--- src/sv/sbba_pkg.sv ---
// Shared types, constants and helpers for the session bitmap block allocator.
package sbba_pkg;

   localparam int NUM_BLOCKS_DEF = 4096;

   localparam int ADDR_FIELD_W  = 12;
   localparam int COUNT_FIELD_W = 13;
   localparam int STATUS_W      = 3;
   localparam int REQ_TDATA_W   = 16;
   localparam int RSP_TDATA_W   = 32;

   localparam logic [7:0] RESERVED_BYTE0 = 8'h07;
   localparam logic [7:0] FULL_BYTE      = 8'hff;

   typedef enum logic [1:0] {
      REQ_ALLOC       = 2'd0,
      REQ_FREE        = 2'd1,
      REQ_END_SESSION = 2'd2
   } req_kind_type;

   typedef enum logic [STATUS_W-1:0] {
      ST_OK           = 3'd0,
      ST_FULL         = 3'd1,
      ST_BAD_ADDR     = 3'd2,
      ST_NOT_ALLOC    = 3'd3,
      ST_INCONSISTENT = 3'd4
   } status_type;

   typedef enum logic [3:0] {
      DP_NOP,
      DP_LATCH,
      DP_INIT_WR,
      DP_SESS_WR,
      DP_KEEP,
      DP_BAD,
      DP_REL_RD,
      DP_REL_EV,
      DP_SCAN_START,
      DP_SCAN_RD,
      DP_SCAN_EV
   } dp_op_type;

   typedef enum logic [3:0] {
      S_INIT,
      S_IDLE,
      S_DECODE,
      S_REL_RD,
      S_REL_EV,
      S_SCAN_INIT,
      S_SCAN_RD,
      S_SCAN_EV,
      S_SESS_CLR,
      S_DONE
   } ctl_state_type;

   typedef struct packed {
      dp_op_type op;
      logic      load_rsp;
   } dp_cmd_type;

   typedef struct packed {
      logic         sweep_last;
      req_kind_type kind;
      logic         keep_hit;
      logic         free_old;
      logic         addr_zero;
      logic         addr_bad;
      logic         rel_used;
      logic         scan_hit;
      logic         scan_last;
      logic         rsp_free;
   } dp_stat_type;

   // position of the lowest clear bit of a byte (byte must not be all ones)
   function automatic logic [2:0] first_zero(input logic [7:0] v);
      logic [2:0] k;
      k = 3'd0;
      for (int i = 7; i >= 0; i--) begin
         if (!v[i]) begin
            k = 3'(i);
         end
      end
      return k;
   endfunction

endpackage

--- src/sv/sbba_ctrl.sv ---
// Controller state machine of the block allocator.
module sbba_ctrl (
   input  logic                 clock,
   input  logic                 reset,
   input  logic                 req_tvalid,
   output logic                 req_tready,
   input  sbba_pkg::dp_stat_type stat,
   output sbba_pkg::dp_cmd_type  cmd
);

   sbba_pkg::ctl_state_type state_ff, state_in;

   always_ff @(posedge clock) begin
      if (reset) begin
         state_ff <= sbba_pkg::S_INIT;
      end else begin
         state_ff <= state_in;
      end
   end

   always_comb begin
      state_in     = state_ff;
      cmd.op       = sbba_pkg::DP_NOP;
      cmd.load_rsp = 1'b0;
      req_tready   = 1'b0;
      case (state_ff)
         sbba_pkg::S_INIT: begin
            cmd.op = sbba_pkg::DP_INIT_WR;
            if (stat.sweep_last) begin
               state_in = sbba_pkg::S_IDLE;
            end
         end
         sbba_pkg::S_IDLE: begin
            req_tready = 1'b1;
            if (req_tvalid) begin
               cmd.op   = sbba_pkg::DP_LATCH;
               state_in = sbba_pkg::S_DECODE;
            end
         end
         sbba_pkg::S_DECODE: begin
            case (stat.kind)
               sbba_pkg::REQ_ALLOC: begin
                  if (stat.keep_hit) begin
                     cmd.op   = sbba_pkg::DP_KEEP;
                     state_in = sbba_pkg::S_DONE;
                  end else if (!stat.free_old || stat.addr_zero) begin
                     state_in = sbba_pkg::S_SCAN_INIT;
                  end else if (stat.addr_bad) begin
                     cmd.op   = sbba_pkg::DP_BAD;
                     state_in = sbba_pkg::S_DONE;
                  end else begin
                     state_in = sbba_pkg::S_REL_RD;
                  end
               end
               sbba_pkg::REQ_FREE: begin
                  if (stat.addr_zero) begin
                     state_in = sbba_pkg::S_DONE;
                  end else if (stat.addr_bad) begin
                     cmd.op   = sbba_pkg::DP_BAD;
                     state_in = sbba_pkg::S_DONE;
                  end else begin
                     state_in = sbba_pkg::S_REL_RD;
                  end
               end
               sbba_pkg::REQ_END_SESSION: begin
                  state_in = sbba_pkg::S_SESS_CLR;
               end
               default: begin
                  state_in = sbba_pkg::S_DONE;
               end
            endcase
         end
         sbba_pkg::S_REL_RD: begin
            cmd.op   = sbba_pkg::DP_REL_RD;
            state_in = sbba_pkg::S_REL_EV;
         end
         sbba_pkg::S_REL_EV: begin
            cmd.op = sbba_pkg::DP_REL_EV;
            if (stat.rel_used && stat.kind == sbba_pkg::REQ_ALLOC) begin
               state_in = sbba_pkg::S_SCAN_INIT;
            end else begin
               state_in = sbba_pkg::S_DONE;
            end
         end
         sbba_pkg::S_SCAN_INIT: begin
            cmd.op   = sbba_pkg::DP_SCAN_START;
            state_in = sbba_pkg::S_SCAN_RD;
         end
         sbba_pkg::S_SCAN_RD: begin
            cmd.op   = sbba_pkg::DP_SCAN_RD;
            state_in = sbba_pkg::S_SCAN_EV;
         end
         sbba_pkg::S_SCAN_EV: begin
            cmd.op = sbba_pkg::DP_SCAN_EV;
            if (stat.scan_hit || stat.scan_last) begin
               state_in = sbba_pkg::S_DONE;
            end else begin
               state_in = sbba_pkg::S_SCAN_RD;
            end
         end
         sbba_pkg::S_SESS_CLR: begin
            cmd.op = sbba_pkg::DP_SESS_WR;
            if (stat.sweep_last) begin
               state_in = sbba_pkg::S_DONE;
            end
         end
         sbba_pkg::S_DONE: begin
            if (stat.rsp_free) begin
               cmd.load_rsp = 1'b1;
               state_in     = sbba_pkg::S_IDLE;
            end
         end
         default: begin
            state_in = sbba_pkg::S_INIT;
         end
      endcase
   end

endmodule

--- config.mk ---
export PLATFORM = sky130hd
export DESIGN_NAME = sbba_ctrl
export DESIGN_NICKNAME = d
export VERILOG_FILES = /design/src/sv/sbba_pkg.sv /design/src/sv/sbba_ctrl.sv
export SDC_FILE = /design/constraint.sdc
export NUM_CORES = 1
export LEC_CHECK = 0
export BUFFER_PORTS_ARGS = -buffer_cell sky130_fd_sc_hd__buf_2
export CORE_AREA = 2 2 39 41
export DETAILED_ROUTE_END_ITERATION = 6
export DIE_AREA = 0 0 41 43
export MAX_ROUTING_LAYER = met4
export PLACE_DENSITY_LB_ADDON = 0.05
export REMOVE_ABC_BUFFERS = 1
export SLEW_MARGIN = 20
export SYNTH_ARGS = -nofsm -noshare
export SYNTH_HDL_FRONTEND = slang
export SYNTH_SLANG_ARGS = --single-unit
--- constraint.sdc ---
create_clock -name clock -period 1.95 [get_ports clock]
set_clock_uncertainty 0.15 [all_clocks]
set_input_delay 0.39 -clock clock [delete_from_list [all_inputs] [get_ports clock]]
set_output_delay 0.39 -clock clock [all_outputs]
set_load 0.02 [all_outputs]
==> results of run 1 <==
worst max-delay path, stage by stage, from the launching register on:
cell      delay, ns
dfxtp_4        0.36
nand2b_4       0.13
nand3b_4       0.14
nor3_2         0.05
a221o_1        0.29
buf_4          0.16
final cells by class:
| type | count | area share (%) |
|---|---|---|
| multi-input cells | 64 | 59.6 |
| repair buffers | 26 | 20.3 |
| flip-flops and latches | 4 | 11.8 |
| clock buffers | 3 | 3.04 |
| well taps | 16 | 2.70 |
| inverters | 5 | 2.53 |
per-stage QoR:
stage	setup WS, ns	std cells	total power [mW]	hold WS (ns)	cell area [um2]
2_1_floorplan	0.0545	73	0.219	0.309	520
3_3_place_gp	0.0803	115	0.297	0.493	688
4_1_cts	0.0175	118	0.411	0.246	736
3_5_place_dp	0.0757	115	0.298	0.490	688
6_report	0.0543	118	0.409	0.244	741
5_1_grt	0.0128	118	0.438	0.259	741
logic make-up (layout without fill, tap and decap cells):
logic type             after synthesis  in the layout  share of synthesized area (%)
DFF                                  4              4                           14.3
muxes                                1              1                           2.01
AOI/OAI and AO/OA                   28             28                           32.1
buffers and inverters               11             34                           10.5
and+or+nand+nor                     35             35                           41.1
routing by layer:
metal  track usage (%)  up-vias  wire length, um
met2              31.6       22              756
li1                  -      337                -
met5                 -        -                0
met4              10.7        0               24
met1              25.4      307              671
met3              2.62        4               87
path summary, 6_finish.rpt:
path	start	end	slack, ns	cells after the start
worst max-delay path	state_ff[2]	cmd[1]	0.05	5
worst max register to register	state_ff[0]	state_ff[0]	0.30	5
worst min register to register	state_ff[0]	state_ff[1]	0.53	2
worst min-delay path	reset	state_ff[2]	0.24	2
cells in the final DEF (no fill, tap or decap), types with 2 or more instances in the layout:
master and n:
a21oi_1 9, nand2b_1 5, nand2_1 5, inv_1 5, nor2_1 4, o211ai_1 2
clkbuf_4 3, buf_2 18, nor4_1 4, nor2b_1 4, o21ai_0 5, a211oi_1 2
o21ai_1 2, buf_4 8, dfxtp_2 3
power breakdown:
group	internal [mW]	leakage, nW	switching [mW]	total, mW
Sequential	0.0903	0.0346	0.0169	0.107
Combinational	0.0919	0.279	0.109	0.201
Clock	0.0686	0.0138	0.0316	0.100
==> impl_results.md, run 1 <==
- Status: finished clean
- Synth top area cells: dfxtp_1 14%, a21oi_1 8.0%, nand2b_1 6.7%, o21ai_0 5.4%, nor2b_1 4.5%
- Pwr dens: 552 nW/um2
- Total Nets Final: 118
- Fmax: 528 MHz
- Area grow syn2layout: 32.1%
- Clock sink count: 4
- Sequential element share of the synthesized area: 14.3%
- Initial antenna violation count: 0
- Synth top area share: 14.3%
- Largest registers: state_ff (4)
- Diode count: 0
- Drt initial violations: 6
- Reg clk slew, reported paths: 0.03 ns
- Synth area leader: dfxtp_1
- Post-synth cell types: 34
- Number of synthesized register bits: 4
- Final worst-path cycle share: 97.2%
- First-pass GRT wire length: 2460 um
- Storage cell area: 87.6 um2
- Crit path required time: 1.41 ns
- EDFF count, synth: 0
- Total track usage: 20.7%
- Final setup fails: 0
- Most common cell in the netlist: a21oi_1
- Async set-reset flop share out of synthesis: 0%
- Worst slew pin tran: 0.363 ns
- Cell Rows: 14
- Final Core Density: 53.5%
- Top reg by flops: state_ff
- Routed vias/inst: 5.68
- Die Footprint: 1760 um2
- Congestion Overflow GR: 0
- Gp weighted congestion: 0.863
- CP Capture Type: output pin
- Critical Path AT: 1.36 ns
- Minimum clock period: 1.90 ns
- Die Ht: 43 um
- Clk buf depth: 2
- Max reg flops: 4
- Resize count post-CTS: 8
- Detailed-router iteration count before antenna repair: 4
- Max FO, Critical Path: 5
- Worst skew pair latency: 0.23 ns
- Final antenna-violating net count: 0
- Slew Limit Headroom: 75.5%
- Commonest cells post-synth: 9 x a21oi_1, 6 x nand2b_1, 6 x o21ai_0
- Post-CTS Setup Inserts: 0
- Vias in the first global route: 605
- Core box area: 1380 um2
- DRC viols: 0
- H-Tree Depth: 1
- CTS tree: built
- Syn_area_per_cell: 7.10 um2
- Die X-Extent: 41 um
- Clock buffer count from CTS: 3
- Effective utilization at floorplan: 40.5%
- Setup CP Type: flop to output pin
- WL/cell: 13.1 um
- Most used DFF post-synth: dfxtp_1
- Synthesis Warnings: 0
- Peak supply drop: 0.000240 V
- Max Transition Viols Final: 0
- Hold Violations, Final: 0
- Synthesized area: 561 um2
- Post-Route Setup TNS: 0 ns
- PortBufs: 19
- Setup crit start kind: flop
- Detailed Route WL: 1540 um
- CTS Hold Bufs: 0
- Layout cells sized above 1: 42.2%
- Area of the multi-input gates: 442 um2
- HP Class: input pin to flop
- Fillers: 147
- Vias post-DR: 670
- Largest net degree at the start of global routing: 10
- Max cap viols: 0
- Static Leak: 0.328 nW
- I/O pin count: 20
- Synth Instances: 79
- Root buf cell: clkbuf_4
- Hpwl dp: 1220 um
- Unrepaired setup endpoints after global routing: false
No activity file was read; power rests on OpenSTA's default activity.
==> run 2, diff against run 1 <==
--- a/config.mk
+++ b/config.mk
@@ -10,7 +10,7 @@
 export DETAILED_ROUTE_END_ITERATION = 6
 export DIE_AREA = 0 0 41 43
 export MAX_ROUTING_LAYER = met4
-export PLACE_DENSITY_LB_ADDON = 0.05
+export PLACE_DENSITY = 0.75
 export REMOVE_ABC_BUFFERS = 1
 export SLEW_MARGIN = 20
 export SYNTH_ARGS = -nofsm -noshare
==> run 2 against run 1 <==
Largest cell class unchanged. Combinational power rose by 3%. Register-to-register slack worse by 0.07 ns. Critical path depth rose by 1. Final area is 2.7% higher. Power up 2.2%. Non-clock buffer count is the same. Final cell count unchanged. Worst setup slack lost 0.017 ns. Sequential power is 4% higher. Wire length is 2.3% higher. Core utilization grew 1.4 points.
==> impl_results.md, run 2 (same netlist as run 1, synthesis figures left out) <==
- Final Core Density: 55.0% (+1.4 points)
- Diode count: 0 (unchanged)
- Worst skew pair latency: 0.23 ns (about the same)
- Clock sink count: 4 (unchanged)
- P_int: 0.256 mW (+2.2%)
- Final antenna-violating net count: 0 (unchanged)
- CTS tree: built
- I/O pin count: 20 (unchanged)
- Root buf cell: clkbuf_4
- PortBufs: 19 (unchanged)
- Detailed-router iteration count before antenna repair: 4 (unchanged)
- Total track usage: 21.0% (+0.31 points)
- Hpwl dp: 1220 um (-0.16%)
- Storage cell area: 88.8 um2 (+1.4%)
- CTS Hold Bufs: 0 (unchanged)
- Worst slew pin tran: 0.370 ns (+0.00692 ns)
- Die X-Extent: 41 um (unchanged)
- Pwr dens: 549 nW/um2 (-0.53%)
- Max cap viols: 0 (unchanged)
- Hold path cells: 2 (unchanged)
- Psw: 0.161 mW (+2.1%)
- Detailed Route WL: 1580 um (+2.3%)
- Crit path to: cmd[3]
- Static Leak: 0.328 nW (+0.18%)
- Gp weighted congestion: 0.913 (+5.8%)
- Critical Path AT: 1.37 ns (about the same)
- Initial antenna violation count: 0 (unchanged)
- Max FO, Critical Path: 2 (-3)
- CP peak stage delay: 0.27 ns (-0.09 ns)
- HP Class: input pin to flop
- Commonest non-fill, non-tap cell in the layout: buf_2
- Vias in the first global route: 617 (+2.0%)
- Effective utilization at floorplan: 40.5% (unchanged)
- Post-Route Setup TNS: 0 ns (unchanged)
- Fmax: 523 MHz (-0.87%)
- Setup crit start kind: input pin
- Clock share of power: 23.8% (-0.7 points)
- Layout cells sized above 1: 42.2% (unchanged)
- Die Footprint: 1760 um2 (unchanged)
- Minimum clock period: 1.91 ns (+0.0167 ns)
- H-Tree Depth: 1 (unchanged)
- Reg2reg end: state_ff[0]
- Congestion Overflow GR: 0 (unchanged)
- Max Transition Viols Final: 0 (unchanged)
- CP cell instances: buf_2, nand2b_1, o21ai_0, a21oi_1, o32ai_1, buf_2
- Routed vias/inst: 5.75 (+1.2%)
- Clock buffer count from CTS: 3 (unchanged)
- Peak supply drop: 0.000285 V (+19%)
- Largest registers: state_ff (4)
- Worst r2r path cells: 6 (+1)
- Clk buf depth: 2 (unchanged)
- Slew Limit Headroom: 75.1% (-0.47 points)
- Seq pwr share: 26.6% (+0.4 points)
- Hold_ws: 0.251 ns (+0.00768 ns)
- Critical Path Source: stat[5]
- Vias post-DR: 678 (+1.2%)
- DRC viols: 0 (unchanged)
- Largest net degree at the start of global routing: 13 (+3)
- Total Nets Final: 118 (unchanged)
- Cell Rows: 14 (unchanged)
- Reg clk slew, reported paths: 0.04 ns (about the same)
- WL/cell: 13.4 um (+2.3%)
- Area of the multi-input gates: 448 um2 (+1.4%)
- Setup CP Type: input pin to output pin
- Comb power frac: 49.6% (+0.4 points)
- Final worst-path cycle share: 98.1% (+0.86 points)
- R2R Path Start: state_ff[2]
- Hold Violations, Final: 0 (unchanged)
- Final setup fails: 0 (unchanged)
- Die Ht: 43 um (unchanged)
- Fillers: 131 (-11%)
- Worst path most repeated cell: buf_2
- Crit path required time: 1.41 ns (about the same)
- Max reg flops: 4 (unchanged)
- Area grow syn2layout: 35.7%
- Flop2flop setup slack: 0.23 ns (-0.07 ns)
- Core box area: 1380 um2 (unchanged)
- Sw Ratio: 38.6% (about the same)
- Top reg by flops: state_ff
- Most frequent cells in the layout: 16 x buf_2, 8 x a21oi_1, 8 x buf_4
- Status: finished clean
- Total power draw: 0.417 mW (+2.2%)
- Drt initial violations: 11 (+5)
- Crit-path slowest cell: o32ai_1
- First-pass GRT wire length: 2490 um (+1.4%)
- CP Capture Type: output pin
-- run 2: worst min path at each step --
stage | startpoint | to | slack [ns]
after floorplan | reset | state_ff[2] | 0.31
after global placement | reset | state_ff[2] | 0.49
after detailed placement | reset | state_ff[2] | 0.49
after CTS | reset | state_ff[2] | 0.25
after global routing | reset | state_ff[2] | 0.25
final | reset | state_ff[2] | 0.25
-- run 2: metrics by stage --
stage               std cells  instance area, um2  setup slack (ns)
floorplan                  73                 520            0.0545
global placement          115                 688            0.0510
detailed placement        115                 688            0.0392
CTS                       118                 724           0.00153
global route              118                 761           -0.0116
finish                    118                 761            0.0376
-- run 2: repair_timing --
| item | CTS | global route |
|---|---|---|
| pin swaps | 1 | 0 |
| setup endpoints to repair | 2 | 3 |
| gates resized for setup | 6 | 10 |
| buffers inserted | 0 | 0 |
-- run 2: worst max-delay path: cells and delay by family --
family / cells / cell delay (ns)
buffers and inverters: 2 / 0.31
AND/OR/NAND/NOR: 1 / 0.12
AO/OA/AOI/OAI: 3 / 0.54
-- run 2: power groups by stage --
stage                     clock network, mW  logic, mW  registers [mW]
after floorplan                           0      0.110           0.109
after global placement                    0      0.187           0.107
after detailed placement                  0      0.191           0.108
after CTS                             0.103      0.194           0.109
after global routing                  0.109      0.228           0.113
final                                0.0993      0.207           0.111
-- run 2: metal layers --
metal,track usage [%],wire [um]
met2,31.9,776
met1,25.7,689
met3,4.71,95
met4,8.67,14
met5,-,0
-- run 2: final cells by class --
class	instances	share of cell area, %
multi-input cells	64	58.9
flip-flops and latches	4	11.7
repair buffers	26	21.4
well taps	16	2.63
inverters	5	2.47
clock buffers	3	2.96
